File: src/rtl/adcfp_pkg.sv
// Shared types, constants and byte-decode helpers for the drive command frame parser.
package adcfp_pkg;

  // Statistics counter width; result ports carry the low 32 bits
  localparam int COUNT_WIDTH = 32;
  localparam int OUT_COUNT_W = 32;

  // Frame layout
  localparam int FRAME_LEN  = 30;
  localparam int POS_W      = $clog2(FRAME_LEN);
  localparam int MAG_W      = 14;
  localparam int SPEED_W    = 11;
  localparam logic [MAG_W-1:0] MAG_LIMIT = 14'd1000;
  localparam logic [3:0] CMD_MAX_DEC = 4'h9;
  localparam logic [3:0] CMD_ALL_ON  = 4'hf;

  // Byte positions within a frame
  localparam logic [POS_W-1:0] POS_ID0     = 5'd1;
  localparam logic [POS_W-1:0] POS_ID1     = 5'd2;
  localparam logic [POS_W-1:0] POS_COMMA0  = 5'd3;
  localparam logic [POS_W-1:0] POS_CMD0    = 5'd4;
  localparam logic [POS_W-1:0] POS_CMD3    = 5'd7;
  localparam logic [POS_W-1:0] POS_COMMA1  = 5'd8;
  localparam logic [POS_W-1:0] POS_LSIGN   = 5'd9;
  localparam logic [POS_W-1:0] POS_LDIG0   = 5'd10;
  localparam logic [POS_W-1:0] POS_LDIG3   = 5'd13;
  localparam logic [POS_W-1:0] POS_COMMA2  = 5'd14;
  localparam logic [POS_W-1:0] POS_RSIGN   = 5'd15;
  localparam logic [POS_W-1:0] POS_RDIG0   = 5'd16;
  localparam logic [POS_W-1:0] POS_RDIG3   = 5'd19;
  localparam logic [POS_W-1:0] POS_COMMA3  = 5'd20;
  localparam logic [POS_W-1:0] POS_SEQ0    = 5'd21;
  localparam logic [POS_W-1:0] POS_SEQ3    = 5'd24;
  localparam logic [POS_W-1:0] POS_COMMA4  = 5'd25;
  localparam logic [POS_W-1:0] POS_HEX_HI  = 5'd26;
  localparam logic [POS_W-1:0] POS_HEX_LO  = 5'd27;
  localparam logic [POS_W-1:0] POS_CR      = 5'd28;
  localparam logic [POS_W-1:0] POS_LAST    = 5'(FRAME_LEN - 1);

  // Character codes
  localparam logic [7:0] CH_DOLLAR = 8'h24;
  localparam logic [7:0] CH_X      = 8'h58;
  localparam logic [7:0] CH_C      = 8'h43;
  localparam logic [7:0] CH_COMMA  = 8'h2c;
  localparam logic [7:0] CH_PLUS   = 8'h2b;
  localparam logic [7:0] CH_MINUS  = 8'h2d;
  localparam logic [7:0] CH_ZERO   = 8'h30;
  localparam logic [7:0] CH_ONE    = 8'h31;
  localparam logic [7:0] CH_NINE   = 8'h39;
  localparam logic [7:0] CH_UPPER_A = 8'h41;
  localparam logic [7:0] CH_UPPER_F = 8'h46;
  localparam logic [7:0] CH_CR     = 8'h0d;
  localparam logic [7:0] CH_LF     = 8'h0a;
  localparam logic [7:0] HEX_ALPHA_OFS = 8'h37;

  // Result status codes
  typedef enum logic [2:0] {
    STATUS_VALID     = 3'd0,
    STATUS_CHECKSUM  = 3'd1,
    STATUS_MALFORMED = 3'd2,
    STATUS_RANGE     = 3'd3,
    STATUS_FAULT     = 3'd4
  } status_t;

  // Controller to datapath commands
  typedef struct packed {
    logic             start;   // '$' opens a new frame
    logic             load;    // take the word at pos into the frame checks
    logic             finish;  // word at pos is the last one: judge the frame
    logic             fault;   // link fault event
    logic [POS_W-1:0] pos;
  } cmd_t;

  function automatic logic is_dec(input logic [7:0] b);
    return (b >= CH_ZERO) && (b <= CH_NINE);
  endfunction

  function automatic logic is_hex(input logic [7:0] b);
    return is_dec(b) || ((b >= CH_UPPER_A) && (b <= CH_UPPER_F));
  endfunction

  function automatic logic [3:0] hex_val(input logic [7:0] b);
    logic [7:0] v;
    v = is_dec(b) ? (b - CH_ZERO) : (b - HEX_ALPHA_OFS);
    return v[3:0];
  endfunction

  // Accumulate one decimal digit: m * 10 + d
  function automatic logic [MAG_W-1:0] dec_acc(input logic [MAG_W-1:0] m,
                                               input logic [7:0] b);
    logic [MAG_W+2:0] s;
    logic [7:0] d;
    d = b - CH_ZERO;
    s = {m, 3'b000} + {2'b00, m, 1'b0} + (MAG_W+3)'(d[3:0]);
    return s[MAG_W-1:0];
  endfunction

endpackage

File: src/rtl/adcfp_ctrl.sv
// Frame controller: tracks frame position, issues datapath commands, owns both handshakes.
module adcfp_ctrl (
  input  logic                     clk,
  input  logic                     rst_n,
  input  logic                     in_valid,
  output logic                     in_ready,
  input  logic [7:0]               in_rx_byte,
  input  logic                     in_link_fault,
  output logic                     out_valid,
  input  logic                     out_ready,
  output adcfp_pkg::cmd_t          cmd
);

  typedef enum logic [1:0] {
    ST_HUNT  = 2'b01,
    ST_FRAME = 2'b10
  } state_t;

  state_t                      state_r, state_nxt;
  logic [adcfp_pkg::POS_W-1:0] pos_r, pos_nxt;
  logic                        out_valid_r, out_valid_nxt;
  logic                        is_start, would_emit, accept, emit;

  assign is_start = (in_rx_byte == adcfp_pkg::CH_DOLLAR);

  // Flag words that would produce a result this cycle
  assign would_emit = in_link_fault ||
                      ((state_r == ST_FRAME) && (pos_r == adcfp_pkg::POS_LAST) && !is_start);

  // Stall only a word that needs the output register while it is still held
  assign in_ready = !out_valid_r || out_ready || !would_emit;
  assign accept   = in_valid && in_ready;
  assign emit     = accept && would_emit;

  // Decode the accepted word into commands and the next position
  always_comb begin
    state_nxt  = state_r;
    pos_nxt    = pos_r;
    cmd        = '0;
    cmd.pos    = pos_r;
    if (accept) begin
      priority if (in_link_fault) begin
        cmd.fault = 1'b1;
        state_nxt = ST_HUNT;
        pos_nxt   = '0;
      end else if (is_start) begin
        cmd.start = 1'b1;
        state_nxt = ST_FRAME;
        pos_nxt   = adcfp_pkg::POS_ID0;
      end else if (state_r == ST_FRAME) begin
        cmd.load = 1'b1;
        if (pos_r == adcfp_pkg::POS_LAST) begin
          cmd.finish = 1'b1;
          state_nxt  = ST_HUNT;
          pos_nxt    = '0;
        end else begin
          pos_nxt = pos_r + 1'b1;
        end
      end else begin
        // drop words outside a frame
        state_nxt = ST_HUNT;
      end
    end
  end

  // Hold a result until the receiver takes it
  always_comb begin
    out_valid_nxt = out_valid_r;
    if (out_ready) begin
      out_valid_nxt = 1'b0;
    end
    if (emit) begin
      out_valid_nxt = 1'b1;
    end
  end

  assign out_valid = out_valid_r;

  always_ff @(posedge clk) begin
    if (!rst_n) begin
      state_r     <= ST_HUNT;
      pos_r       <= '0;
      out_valid_r <= 1'b0;
    end else begin
      state_r     <= state_nxt;
      pos_r       <= pos_nxt;
      out_valid_r <= out_valid_nxt;
    end
  end

endmodule

File: src/rtl/adcfp_datapath.sv
// Frame datapath: per-word field checks, checksum, field values, result and statistics registers.
module adcfp_datapath (
  input  logic                                 clk,
  input  logic                                 rst_n,
  input  adcfp_pkg::cmd_t                      cmd,
  input  logic [7:0]                           rx_byte,
  output logic [2:0]                           status,
  output logic [3:0]                           drive_command,
  output logic signed [adcfp_pkg::SPEED_W-1:0] left_speed,
  output logic signed [adcfp_pkg::SPEED_W-1:0] right_speed,
  output logic [adcfp_pkg::MAG_W-1:0]          sequence_number,
  output logic [adcfp_pkg::OUT_COUNT_W-1:0]    valid_count,
  output logic [adcfp_pkg::OUT_COUNT_W-1:0]    checksum_error_count,
  output logic [adcfp_pkg::OUT_COUNT_W-1:0]    malformed_count,
  output logic [adcfp_pkg::OUT_COUNT_W-1:0]    fault_count
);

  localparam int CW = adcfp_pkg::COUNT_WIDTH;
  localparam int MW = adcfp_pkg::MAG_W;
  localparam int SW = adcfp_pkg::SPEED_W;

  // Per-frame check state
  logic          hdr_bad_r, hdr_bad_nxt;
  logic          hex_bad_r, hex_bad_nxt;
  logic          cmd_bad_r, cmd_bad_nxt;
  logic          seq_bad_r, seq_bad_nxt;
  logic          lfmt_bad_r, lfmt_bad_nxt;
  logic          rfmt_bad_r, rfmt_bad_nxt;
  logic          lneg_r, lneg_nxt;
  logic          rneg_r, rneg_nxt;
  logic [7:0]    xsum_r, xsum_nxt;
  logic [7:0]    hh_r, hh_nxt;
  logic [3:0]    dcmd_r, dcmd_nxt;
  logic [MW-1:0] lmag_r, lmag_nxt;
  logic [MW-1:0] rmag_r, rmag_nxt;
  logic [MW-1:0] seq_r, seq_nxt;

  // Result and statistics
  adcfp_pkg::status_t status_r, status_nxt;
  logic [3:0]    res_cmd_r, res_cmd_nxt;
  logic [SW-1:0] res_left_r, res_left_nxt;
  logic [SW-1:0] res_right_r, res_right_nxt;
  logic [MW-1:0] res_seq_r, res_seq_nxt;
  logic [CW-1:0] valid_total_r, valid_total_nxt;
  logic [CW-1:0] cksum_total_r, cksum_total_nxt;
  logic [CW-1:0] malf_total_r, malf_total_nxt;
  logic [CW-1:0] fault_total_r, fault_total_nxt;

  logic [4:0]          p;
  logic                is_comma_pos, in_cmd, in_ldig, in_rdig, in_seq, in_xsum;
  adcfp_pkg::status_t  verdict;
  logic [SW-1:0]       lmag_s, rmag_s;

  assign p = cmd.pos;

  assign is_comma_pos = (p == adcfp_pkg::POS_COMMA0) || (p == adcfp_pkg::POS_COMMA1) ||
                        (p == adcfp_pkg::POS_COMMA2) || (p == adcfp_pkg::POS_COMMA3) ||
                        (p == adcfp_pkg::POS_COMMA4);
  assign in_cmd  = (p >= adcfp_pkg::POS_CMD0)  && (p <= adcfp_pkg::POS_CMD3);
  assign in_ldig = (p >= adcfp_pkg::POS_LDIG0) && (p <= adcfp_pkg::POS_LDIG3);
  assign in_rdig = (p >= adcfp_pkg::POS_RDIG0) && (p <= adcfp_pkg::POS_RDIG3);
  assign in_seq  = (p >= adcfp_pkg::POS_SEQ0)  && (p <= adcfp_pkg::POS_SEQ3);
  assign in_xsum = (p >= adcfp_pkg::POS_ID0)   && (p <= adcfp_pkg::POS_SEQ3);

  // Fold each word into the frame checks
  always_comb begin
    hdr_bad_nxt  = hdr_bad_r;
    hex_bad_nxt  = hex_bad_r;
    cmd_bad_nxt  = cmd_bad_r;
    seq_bad_nxt  = seq_bad_r;
    lfmt_bad_nxt = lfmt_bad_r;
    rfmt_bad_nxt = rfmt_bad_r;
    lneg_nxt     = lneg_r;
    rneg_nxt     = rneg_r;
    xsum_nxt     = xsum_r;
    hh_nxt       = hh_r;
    dcmd_nxt     = dcmd_r;
    lmag_nxt     = lmag_r;
    rmag_nxt     = rmag_r;
    seq_nxt      = seq_r;
    if (cmd.start) begin
      hdr_bad_nxt  = 1'b0;
      hex_bad_nxt  = 1'b0;
      cmd_bad_nxt  = 1'b0;
      seq_bad_nxt  = 1'b0;
      lfmt_bad_nxt = 1'b0;
      rfmt_bad_nxt = 1'b0;
      xsum_nxt     = '0;
      dcmd_nxt     = '0;
      lmag_nxt     = '0;
      rmag_nxt     = '0;
      seq_nxt      = '0;
    end else if (cmd.load) begin
      if (in_xsum) begin
        xsum_nxt = xsum_r ^ rx_byte;
      end
      if (p == adcfp_pkg::POS_ID0 && rx_byte != adcfp_pkg::CH_X) begin
        hdr_bad_nxt = 1'b1;
      end
      if (p == adcfp_pkg::POS_ID1 && rx_byte != adcfp_pkg::CH_C) begin
        hdr_bad_nxt = 1'b1;
      end
      if (is_comma_pos && rx_byte != adcfp_pkg::CH_COMMA) begin
        hdr_bad_nxt = 1'b1;
      end
      if (p == adcfp_pkg::POS_CR && rx_byte != adcfp_pkg::CH_CR) begin
        hdr_bad_nxt = 1'b1;
      end
      if (p == adcfp_pkg::POS_HEX_HI || p == adcfp_pkg::POS_HEX_LO) begin
        if (!adcfp_pkg::is_hex(rx_byte)) begin
          hex_bad_nxt = 1'b1;
        end
        if (p == adcfp_pkg::POS_HEX_HI) begin
          hh_nxt[7:4] = adcfp_pkg::hex_val(rx_byte);
        end else begin
          hh_nxt[3:0] = adcfp_pkg::hex_val(rx_byte);
        end
      end
      if (in_cmd) begin
        if (rx_byte != adcfp_pkg::CH_ZERO && rx_byte != adcfp_pkg::CH_ONE) begin
          cmd_bad_nxt = 1'b1;
        end
        dcmd_nxt = {dcmd_r[2:0], rx_byte[0]};
      end
      if (p == adcfp_pkg::POS_LSIGN) begin
        lneg_nxt = (rx_byte == adcfp_pkg::CH_MINUS);
        if (rx_byte != adcfp_pkg::CH_PLUS && rx_byte != adcfp_pkg::CH_MINUS) begin
          lfmt_bad_nxt = 1'b1;
        end
      end
      if (p == adcfp_pkg::POS_RSIGN) begin
        rneg_nxt = (rx_byte == adcfp_pkg::CH_MINUS);
        if (rx_byte != adcfp_pkg::CH_PLUS && rx_byte != adcfp_pkg::CH_MINUS) begin
          rfmt_bad_nxt = 1'b1;
        end
      end
      if (in_ldig) begin
        lfmt_bad_nxt = lfmt_bad_nxt || !adcfp_pkg::is_dec(rx_byte);
        lmag_nxt     = adcfp_pkg::dec_acc(lmag_r, rx_byte);
      end
      if (in_rdig) begin
        rfmt_bad_nxt = rfmt_bad_nxt || !adcfp_pkg::is_dec(rx_byte);
        rmag_nxt     = adcfp_pkg::dec_acc(rmag_r, rx_byte);
      end
      if (in_seq) begin
        seq_bad_nxt = seq_bad_r || !adcfp_pkg::is_dec(rx_byte);
        seq_nxt     = adcfp_pkg::dec_acc(seq_r, rx_byte);
      end
    end
  end

  // Judge the frame on its last word; the first failing check wins
  always_comb begin
    priority if (hdr_bad_r || rx_byte != adcfp_pkg::CH_LF) begin
      verdict = adcfp_pkg::STATUS_MALFORMED;
    end else if (hex_bad_r) begin
      verdict = adcfp_pkg::STATUS_MALFORMED;
    end else if (hh_r != xsum_r) begin
      verdict = adcfp_pkg::STATUS_CHECKSUM;
    end else if (cmd_bad_r || seq_bad_r || lfmt_bad_r) begin
      verdict = adcfp_pkg::STATUS_MALFORMED;
    end else if (lmag_r > adcfp_pkg::MAG_LIMIT) begin
      verdict = adcfp_pkg::STATUS_RANGE;
    end else if (rfmt_bad_r) begin
      verdict = adcfp_pkg::STATUS_MALFORMED;
    end else if (rmag_r > adcfp_pkg::MAG_LIMIT) begin
      verdict = adcfp_pkg::STATUS_RANGE;
    end else if (dcmd_r > adcfp_pkg::CMD_MAX_DEC && dcmd_r != adcfp_pkg::CMD_ALL_ON) begin
      verdict = adcfp_pkg::STATUS_MALFORMED;
    end else begin
      verdict = adcfp_pkg::STATUS_VALID;
    end
  end

  assign lmag_s = lmag_r[SW-1:0];
  assign rmag_s = rmag_r[SW-1:0];

  // Load the result word and advance the matching counter
  always_comb begin
    status_nxt      = status_r;
    res_cmd_nxt     = res_cmd_r;
    res_left_nxt    = res_left_r;
    res_right_nxt   = res_right_r;
    res_seq_nxt     = res_seq_r;
    valid_total_nxt = valid_total_r;
    cksum_total_nxt = cksum_total_r;
    malf_total_nxt  = malf_total_r;
    fault_total_nxt = fault_total_r;
    if (cmd.fault || cmd.finish) begin
      res_cmd_nxt   = '0;
      res_left_nxt  = '0;
      res_right_nxt = '0;
      res_seq_nxt   = '0;
    end
    if (cmd.fault) begin
      status_nxt      = adcfp_pkg::STATUS_FAULT;
      fault_total_nxt = fault_total_r + CW'(1);
    end else if (cmd.finish) begin
      status_nxt = verdict;
      unique case (verdict)
        adcfp_pkg::STATUS_VALID: begin
          valid_total_nxt = valid_total_r + CW'(1);
          res_cmd_nxt     = dcmd_r;
          res_left_nxt    = lneg_r ? (SW'(0) - lmag_s) : lmag_s;
          res_right_nxt   = rneg_r ? (SW'(0) - rmag_s) : rmag_s;
          res_seq_nxt     = seq_r;
        end
        adcfp_pkg::STATUS_CHECKSUM: begin
          cksum_total_nxt = cksum_total_r + CW'(1);
        end
        default: begin
          malf_total_nxt = malf_total_r + CW'(1);
        end
      endcase
    end
  end

  always_ff @(posedge clk) begin
    hdr_bad_r   <= hdr_bad_nxt;
    hex_bad_r   <= hex_bad_nxt;
    cmd_bad_r   <= cmd_bad_nxt;
    seq_bad_r   <= seq_bad_nxt;
    lfmt_bad_r  <= lfmt_bad_nxt;
    rfmt_bad_r  <= rfmt_bad_nxt;
    lneg_r      <= lneg_nxt;
    rneg_r      <= rneg_nxt;
    xsum_r      <= xsum_nxt;
    hh_r        <= hh_nxt;
    dcmd_r      <= dcmd_nxt;
    lmag_r      <= lmag_nxt;
    rmag_r      <= rmag_nxt;
    seq_r       <= seq_nxt;
    status_r    <= status_nxt;
    res_cmd_r   <= res_cmd_nxt;
    res_left_r  <= res_left_nxt;
    res_right_r <= res_right_nxt;
    res_seq_r   <= res_seq_nxt;
  end

  always_ff @(posedge clk) begin
    if (!rst_n) begin
      valid_total_r <= '0;
      cksum_total_r <= '0;
      malf_total_r  <= '0;
      fault_total_r <= '0;
    end else begin
      valid_total_r <= valid_total_nxt;
      cksum_total_r <= cksum_total_nxt;
      malf_total_r  <= malf_total_nxt;
      fault_total_r <= fault_total_nxt;
    end
  end

  assign status               = status_r;
  assign drive_command        = res_cmd_r;
  assign left_speed           = $signed(res_left_r);
  assign right_speed          = $signed(res_right_r);
  assign sequence_number      = res_seq_r;
  assign valid_count          = adcfp_pkg::OUT_COUNT_W'(valid_total_r);
  assign checksum_error_count = adcfp_pkg::OUT_COUNT_W'(cksum_total_r);
  assign malformed_count      = adcfp_pkg::OUT_COUNT_W'(malf_total_r);
  assign fault_count          = adcfp_pkg::OUT_COUNT_W'(fault_total_r);

endmodule

File: src/rtl/ascii_drive_command_frame_parser.sv
// Top level of the ASCII drive command frame parser: controller plus datapath.
//
// Input channel (in_valid/in_ready): one word per received UART byte, or a link
// fault event when in_link_fault is set. A '$' opens a 30-byte frame; words
// outside a frame are dropped. Each word is checked as it arrives, so nothing
// is re-read at frame end.
// Output channel (out_valid/out_ready): one word per completed frame and one per
// link fault, carrying status, the parsed fields (zero unless status is valid)
// and the four wrapping statistics counters after that event.
// Throughput: one input word per cycle while in_ready is high. The result word
// is presented the cycle after the closing LF (or the fault event) is accepted.
// Reset (rst_n low, synchronous) closes any open frame, clears the counters and
// empties the output register.
// Stall: the output register holds a result until taken; meanwhile words that
// produce no result are still accepted, and in_ready drops only for a word that
// would produce the next result.
module ascii_drive_command_frame_parser (
  input  logic                                 clk,
  input  logic                                 rst_n,
  input  logic                                 in_valid,
  output logic                                 in_ready,
  input  logic [7:0]                           in_rx_byte,
  input  logic                                 in_link_fault,
  output logic                                 out_valid,
  input  logic                                 out_ready,
  output logic [2:0]                           out_status,
  output logic [3:0]                           out_drive_command,
  output logic signed [adcfp_pkg::SPEED_W-1:0] out_left_speed,
  output logic signed [adcfp_pkg::SPEED_W-1:0] out_right_speed,
  output logic [adcfp_pkg::MAG_W-1:0]          out_sequence_number,
  output logic [adcfp_pkg::OUT_COUNT_W-1:0]    out_valid_count,
  output logic [adcfp_pkg::OUT_COUNT_W-1:0]    out_checksum_error_count,
  output logic [adcfp_pkg::OUT_COUNT_W-1:0]    out_malformed_count,
  output logic [adcfp_pkg::OUT_COUNT_W-1:0]    out_fault_count
);

  adcfp_pkg::cmd_t cmd;

  // Frame position and handshakes
  adcfp_ctrl u_ctrl (
    .clk           (clk),
    .rst_n         (rst_n),
    .in_valid      (in_valid),
    .in_ready      (in_ready),
    .in_rx_byte    (in_rx_byte),
    .in_link_fault (in_link_fault),
    .out_valid     (out_valid),
    .out_ready     (out_ready),
    .cmd           (cmd)
  );

  // Field checks, result and counters
  adcfp_datapath u_datapath (
    .clk                  (clk),
    .rst_n                (rst_n),
    .cmd                  (cmd),
    .rx_byte              (in_rx_byte),
    .status               (out_status),
    .drive_command        (out_drive_command),
    .left_speed           (out_left_speed),
    .right_speed          (out_right_speed),
    .sequence_number      (out_sequence_number),
    .valid_count          (out_valid_count),
    .checksum_error_count (out_checksum_error_count),
    .malformed_count      (out_malformed_count),
    .fault_count          (out_fault_count)
  );

endmodule

File: config.mk
export PLATFORM = sky130hd
export DESIGN_NAME = ascii_drive_command_frame_parser
export DESIGN_NICKNAME = d
export VERILOG_FILES = /design/src/rtl/adcfp_pkg.sv /design/src/rtl/adcfp_ctrl.sv /design/src/rtl/adcfp_datapath.sv /design/src/rtl/ascii_drive_command_frame_parser.sv
export SDC_FILE = /design/constraint.sdc
export NUM_CORES = 1
export LEC_CHECK = 0
export ABC_AREA = 1
export BUFFER_PORTS_ARGS = -buffer_cell sky130_fd_sc_hd__buf_2
export CAP_MARGIN = 10
export CORE_MARGIN = 4
export CORE_UTILIZATION = 64
export CTS_CLUSTER_DIAMETER = 80
export DETAILED_ROUTE_END_ITERATION = 12
export PLACE_DENSITY = 0.87
export SYNTH_ARGS = -nofsm -noshare
export SYNTH_HDL_FRONTEND = slang
export SYNTH_SLANG_ARGS = --single-unit
File: constraint.sdc
create_clock -name clk -period 4.75 [get_ports clk]
set_input_delay 0.475 -clock clk [delete_from_list [all_inputs] [get_ports clk]]
set_output_delay 0.475 -clock clk [all_outputs]
set_load 0.01 [all_outputs]
==> results of run 1 <==
registers in the layout (all words and copies together) (netlist names), 3 cells and up:
signal,count
u_datapath.right_speed,11
u_datapath.valid_count,32
u_datapath.hh_r,8
u_datapath.checksum_error_count,32
u_datapath.dcmd_r,4
u_datapath.drive_command,4
u_datapath.xsum_r,8
u_datapath.malformed_count,32
u_datapath.fault_count,32
u_datapath.left_speed,11
u_datapath.seq_r,14
u_ctrl.pos_r,5
u_datapath.rmag_r,14
u_datapath.status,3
u_datapath.lmag_r,14
u_datapath.sequence_number,14
cells in the mapped netlist (all sizes together) (4+ instances only):
cell type,n
edfxtp,10
nand3b,7
xnor2,36
xor2,75
a31oi,9
nand2,556
buf,34
fa,6
nor2,260
nor4,14
nand3,120
o2111ai,5
o21ai,124
nor3,79
ha,81
a21boi,4
a21oi,167
inv,247
nand4,75
dfxtp,239
clkbuf,24
kinds of logic (layout without fill, tap and decap cells):
family / count (synthesis) / in the layout / share of synthesized area, %
buffers and inverters: 307 / 490 / 8.40
adder cells (fa/ha/maj): 87 / 87 / 7.57
AND/OR/NAND/NOR: 1118 / 1118 / 32.5
AO/OA/AOI/OAI: 319 / 319 / 11.1
flip-flops: 249 / 249 / 33.9
other: 0 / 2 / 0
XOR/XNOR: 111 / 111 / 6.49
cell type report:
class | count | area (um2)
clock inverters | 16 | 218
fillers | 1801 | 5790
well taps | 313 | 392
diodes | 2 | 5.00
multi-input cells | 1635 | 8650
inverters | 249 | 945
repair buffers | 191 | 971
flip-flops and latches | 249 | 5080
clock buffers | 34 | 796
how the worst max path moves through the flow:
stage / start / end / slack, ps / cells after the start
detailed placement: in_rx_byte[0] / u_datapath.right_speed[3] / 1460 / 12
CTS: u_ctrl.pos_r[1] / u_datapath.right_speed[3] / 1590 / 12
global placement: in_rx_byte[0] / u_ctrl.out_valid / 1570 / 11
global route: u_ctrl.pos_r[1] / u_datapath.left_speed[0] / 1200 / 12
finish: u_ctrl.pos_r[1] / u_datapath.right_speed[3] / 1540 / 12
floorplan: in_rx_byte[0] / u_datapath.hh_r[0] / 2420 / 10
through the flow:
step / worst slack (ps) / hold slack (ps)
after detailed placement: 1460 / 426
final: 1540 / 248
after floorplan: 2420 / 414
after global placement: 1570 / 430
after CTS: 1590 / 222
after global routing: 1200 / 256
per-layer routing:
layer,wire (um),vias up,global-route usage [%],share of wire (%)
li1,-,7501,-,-
met1,17000,6970,38.1,42
met2,19100,577,51.5,48
met3,2700,87,4.03,6.7
met4,1140,4,9.07,2.9
met5,27,-,0,0.068
worst max-delay path, cell delays in order, from the launching register on:
cell	delay (ps)
dfxtp_1	390
inv_1	150
ha_1	260
nand2_1	90
nor2_2	160
nor2_1	80
nor2_2	150
nand3_4	110
nand3_2	380
inv_2	280
nor2_4	810
nand2_1	120
o21ai_0	120
power breakdown:
group          internal [uW]  switching, uW  total [uW]
clock network           1460            900        2360
logic                    132            235         367
registers               2120           17.7        2140
==> flow_summary.yaml, run 1 <==
cts:
  root_buffer: "clkbuf_16"
  clk_latency_ps: 540
  clkSinkCount: 249
  cts_hold_buf: 0
  cts_buffers: 28
  cts_setup_buffers: 0
  clockBufferDepth: 3
  htreeDepth: 1
  clkTransAtPathRegs_ps: 60
  tritoncts: "built"
  cts_resized: 0
synth:
  yosysUniqueCellTypes: 50
  synth-main-ff-cell: "dfxtp_1"
  ys_warn_count: 0
  avgSynthCellArea_um2: 6.84
  synth_nets: 2291
  synth_largest_area_cell: "dfxtp_1"
  netlist_top_cells_area: "dfxtp_1, nand2_1, ha_1, nor2_1, inv_1"
  synth-seq-area-share_pct: 33.9
  synth_area_mm2: 0.0150
  synth_cells: 2191
  synth_top_area_share_pct: 31.9
  synth_edf_count: 10
  ys_async_sr_fraction_pct: 0
  synth.ff_latch_count: 249
critical_path:
  cp.required_ps: 5200
  reg2reg_slack_ps: 1540
  start_kind: "flip-flop"
  reg2regPathDepth: 12
  worstReg2RegStart: "u_ctrl.pos_r[1]"
  crit_arrival_ps: 3660
  crit_path_max_fanout: 43
  end_kind: "flip-flop"
  critPathKind: "reg2reg"
  worst_r2r_endpoint: "u_datapath.right_speed[3]"
worst_hold_path:
  hold_class: "in2reg"
  hold_start: "in_rx_byte[6]"
  min_delay_path_depth: 3
  holdPathEnd: "u_datapath.xsum_r[6]"
finish:
  area_growth_pct: 13.8
  fin_util_pct: 74.7
  design_area_mm2: 0.0171
  final_common_cell: "nand2_1"
  final_layout_size_suffix_gt1_share_pct: 11.7
  final_cells: 2689
  final_nets: 2454
  most-common-layout-cells: "nand2_1, nor2_1, dfxtp_1, inv_1, buf_2"
flow_run:
  cap_violations: 0
place:
  port_buffers: 185
  dp_cells: 2637
  gp_congestion: 0.952
  hpwlAfterDp_um: 28900
  dpl_cell_area_mm2: 0.0160
global_route:
  track_usage_pct: 29.5
  grt_pass1_vias: 14100
  grt_max_degree: 67
  antenna_found_initial: 2
  grt_overflow_total: 0
  grt_pass1_wl_um: 66100
sta:
  final.setup.tns_ps: 0
  timing.fmax_mhz: 311
  hold_viol: 0
  min_period_over_period_pct: 67.6
  setup_viol: 0
  worstMarginPinSlew_ps: 1140
  maxSlewViolCount: 0
  relSlewSlack_pct: 24.2
  finalClockSkew_ps: 11.1
  rsz0062_at_grt: "false"
  min_period_ps: 3210
pwr:
  ir_drop_mv: 0.266
  leakagePower_uw: 0.00767
  finalPower_uw: 4860
  powerDensity_mw_per_mm2: 285
route:
  drt_iter0_markers: 1328
  drc: 0
  drtAntennaViolNets: 0
  avgViaCountPerCell: 5.63
  drtPass1Iterations: 6
  num_vias: 15100
  routed_wl_um: 40000
  wl_per_cell_um: 14.9
die:
  dieArea_mm2: 0.0259
  boundaryPins: 186
  core_mm2: 0.0228
  start_util_pct: 65.6
  dieHeight_um: 161
  die_w_um: 161
  rows: 55
run_status:
  outcome: "complete, no violations"
(Power assumes the default switching activity.)
==> run 2: changes to the inputs <==
ABC_AREA = 0   (was 1)
CORE_UTILIZATION = 53   (was 64)
PLACE_DENSITY = 0.77   (was 0.87)
clock period = 2.9 ns   (was 4.75 ns; I/O delays follow)
==> run 2 against run 1 <==
Net effect:
- register-to-register slack got worse by 1400 ps
- synthesized cell count down 28%
- area after synthesis fell by 9.8%
- count of clock-buffer cells in the layout grew 7
- sequential power is 61% higher
- setup slack got worse by 1400 ps
- sequential share of layout area up 1.7 points
- critical endpoint is now u_datapath.valid_count[20]
- highest routed layer is now met4
==> flow_summary.yaml, run 2 <==
die:
  die_w_um: 168
  start_util_pct: 53.8
  dieArea_mm2: 0.0281
  boundaryPins: 186
  dieHeight_um: 168
  rows: 58
  core_mm2: 0.0251
global_route:
  grt_max_degree: 73
  grt_overflow_total: 0
  antenna_found_initial: 0
  track_usage_pct: 24.2
  grt_pass1_vias: 11800
  grt_pass1_wl_um: 58500
finish:
  fin_util_pct: 64.3
  design_area_mm2: 0.0161
  most-common-layout-cells: "dfxtp_1, nand2_1, buf_2, nor2_1, ha_1"
  area_growth_pct: 19.4
  final_layout_size_suffix_gt1_share_pct: 17.9
  fillers: 2112
  multi_input_area_mm2: 0.00805
  n_antenna_cell: 0
  seqCellArea_mm2: 0.00509
  final_common_cell: "dfxtp_1"
  final_nets: 1865
route:
  avgViaCountPerCell: 5.89
  drc: 0
  drtAntennaViolNets: 0
  wl_per_cell_um: 16.7
  num_vias: 12500
  drtPass1Iterations: 5
  drt_iter0_markers: 1132
  routed_wl_um: 35400
synth:
  synth_largest_area_cell: "dfxtp_1"
  synth_compound_area_share_pct: 14.6
  synth_nets: 1669
  synth_cells: 1569
  synth_top_family_by_area: "simple AND/OR/NAND/NOR gates"
  synth-xor-area-share_pct: 7.00
  synth_common_cells: "dfxtp_1, nand2_1, nor2_1, ha_1, o21ai_0"
  synth_top_area_share_pct: 35.4
  netlist_top_cells_area: "dfxtp_1, ha_1, nand2_1, mux2i_1, xnor2_1"
  synth-main-ff-cell: "dfxtp_1"
  synth_area_mm2: 0.0135
  synth_edf_count: 10
  synth.most_common_cell: "dfxtp_1"
  yosys.area_share.simple_pct: 24.8
  synth_mux_area_share_pct: 4.30
  avgSynthCellArea_um2: 8.61
  synth-seq-area-share_pct: 37.6
  ys_async_sr_fraction_pct: 0
  yosysUniqueCellTypes: 66
  ys_warn_count: 0
  synth-adder-area-share_pct: 8.39
  synth.ff_latch_count: 249
critical_path:
  critPathKind: "reg2reg"
  worstReg2RegStart: "u_datapath.rmag_r[0]"
  crit_slowest_cell: "or3_1"
  crit_arrival_ps: 3220
  worst_r2r_endpoint: "u_datapath.valid_count[20]"
  crit_path_max_fanout: 22
  crit_family: "simple AND/OR/NAND/NOR gates"
  reg2regPathDepth: 10
  end_kind: "flip-flop"
  endpoint: "u_datapath.valid_count[20]"
  cp.buffers_inverters: 2
  cp.required_ps: 3380
  crit_top_cell: "nor4_1"
  max_stage_delay_ps: 450
  start_kind: "flip-flop"
  crit_cells: 10
  path_cells: "inv_1 -> ha_1 -> nor3b_1 -> nor4_1 -> or3_1 -> o32ai_4 -> nand3_1 -> buf_12 -> nor4_1 -> mux2i_1"
  cp-startpoint: "u_datapath.rmag_r[0]"
  reg2reg_slack_ps: 160
cts:
  clkTransAtPathRegs_ps: 60
  tritoncts: "built"
  root_buffer: "clkbuf_16"
  clk_latency_ps: 550
  cts_buffers: 28
  clockBufferDepth: 3
  clkSinkCount: 249
  htreeDepth: 1
sta:
  min_period_over_period_pct: 94.4
  min_period_ps: 2740
  setup_ws_ps: 162
  finalClockSkew_ps: 25.9
  relSlewSlack_pct: 31.7
  worstMarginPinSlew_ps: 1020
  hold_viol: 0
  rsz0062_at_grt: "true"
  timing.fmax_mhz: 365
  maxSlewViolCount: 0
  final.setup.tns_ps: 0
  setup_viol: 0
pwr:
  switching_share_pct: 21.1
  p_switching_uw: 1580
  leakagePower_uw: 0.00693
  combinationalPowerShare_pct: 2.7
  pwr-share-clk_pct: 51.2
  finalPower_uw: 7500
  seqPwrFrac_pct: 46.0
  ir_drop_mv: 0.479
  p_int_uw: 5920
  powerDensity_mw_per_mm2: 465
place:
  gp_congestion: 0.879
  port_buffers: 185
  dpl_cell_area_mm2: 0.0151
  hpwlAfterDp_um: 25100
  place_ws_ps: 35.2
worst_hold_path:
  hold_class: "in2reg"
flow_run:
  cap_violations: 0
run_status:
  outcome: "complete, no violations"
run 2: changes by cell type after synthesis, moves of 42 or more:
cell,previous run,this run
mux2i_1,0,58
nor3_1,76,22
nand2_1,551,192
inv_1,238,38
a21oi_1,166,70
nand2b_1,0,53
o21ai_0,115,73
nand3_1,114,63
nor2_1,248,145
run 2: metal layers:
metal  wire, um  vias up  global-route usage (%)
li1           -     6055                       -
met1      15500     5941                    31.7
met2      16500      378                    40.7
met3       2090       85                    3.49
met4       1310        0                    8.75
met5          0        -                       0
run 2: repair_timing:
item / CTS / global route
hold buffers: 0 / 0
resized for setup: 0 / 9
setup endpoints to repair: 0 / 26
buffers inserted: 0 / 1
run 2: kinds of logic after synthesis:
kind of cell / count (synthesis)
DFF: 249
buffers and inverters: 113
AOI/OAI and AO/OA: 290
xor gates and xnor gates: 108
and+or+nand+nor: 664
muxes: 58
adders and majority gates: 87
run 2: layout make-up:
type	instances	area share, %
well taps	330	2.56
clock buffers	41	5.08
multi-input cells	1207	49.9
repair buffers	241	8.82
inverters	38	0.884
clock inverters	11	1.25
flip-flops and latches	249	31.5
run 2: worst min-delay path by stage:
| stage | slack (ps) | depth (start not counted) | startpoint | endpoint |
|---|---|---|---|---|
| 6_report | 70 | 3 | in_valid | u_ctrl.out_valid |
| 4_1_cts | 60 | 3 | in_valid | u_ctrl.out_valid |
| 5_1_grt | 110 | 3 | in_valid | u_ctrl.out_valid |
| 2_1_floorplan | 430 | 2 | u_datapath.hdr_bad_r | u_datapath.hdr_bad_r |
| 3_5_place_dp | 440 | 2 | u_datapath.hdr_bad_r | u_datapath.hdr_bad_r |
| 3_3_place_gp | 430 | 2 | u_datapath.right_speed[3] | u_datapath.right_speed[3] |
run 2: through the flow:
step	hold WS (ps)	cells
2_1_floorplan	426	1569
3_3_place_gp	433	2064
3_5_place_dp	441	2064
4_1_cts	57.6	2116
5_1_grt	107	2117
6_report	67.0	2117
run 2: worst min-delay path, stage by stage:
cell     delay (ps)
buf_2           140
a21oi_1          80
nor2_1           70
run 2: power by group through the flow:
stage | combinational, uW | sequential, uW | clock [uW]
finish | 205 | 3450 | 3840
detailed placement | 202 | 3530 | 0
CTS | 204 | 3450 | 3900
floorplan | 126 | 3530 | 0
global placement | 198 | 3530 | 0
global route | 228 | 3450 | 4060
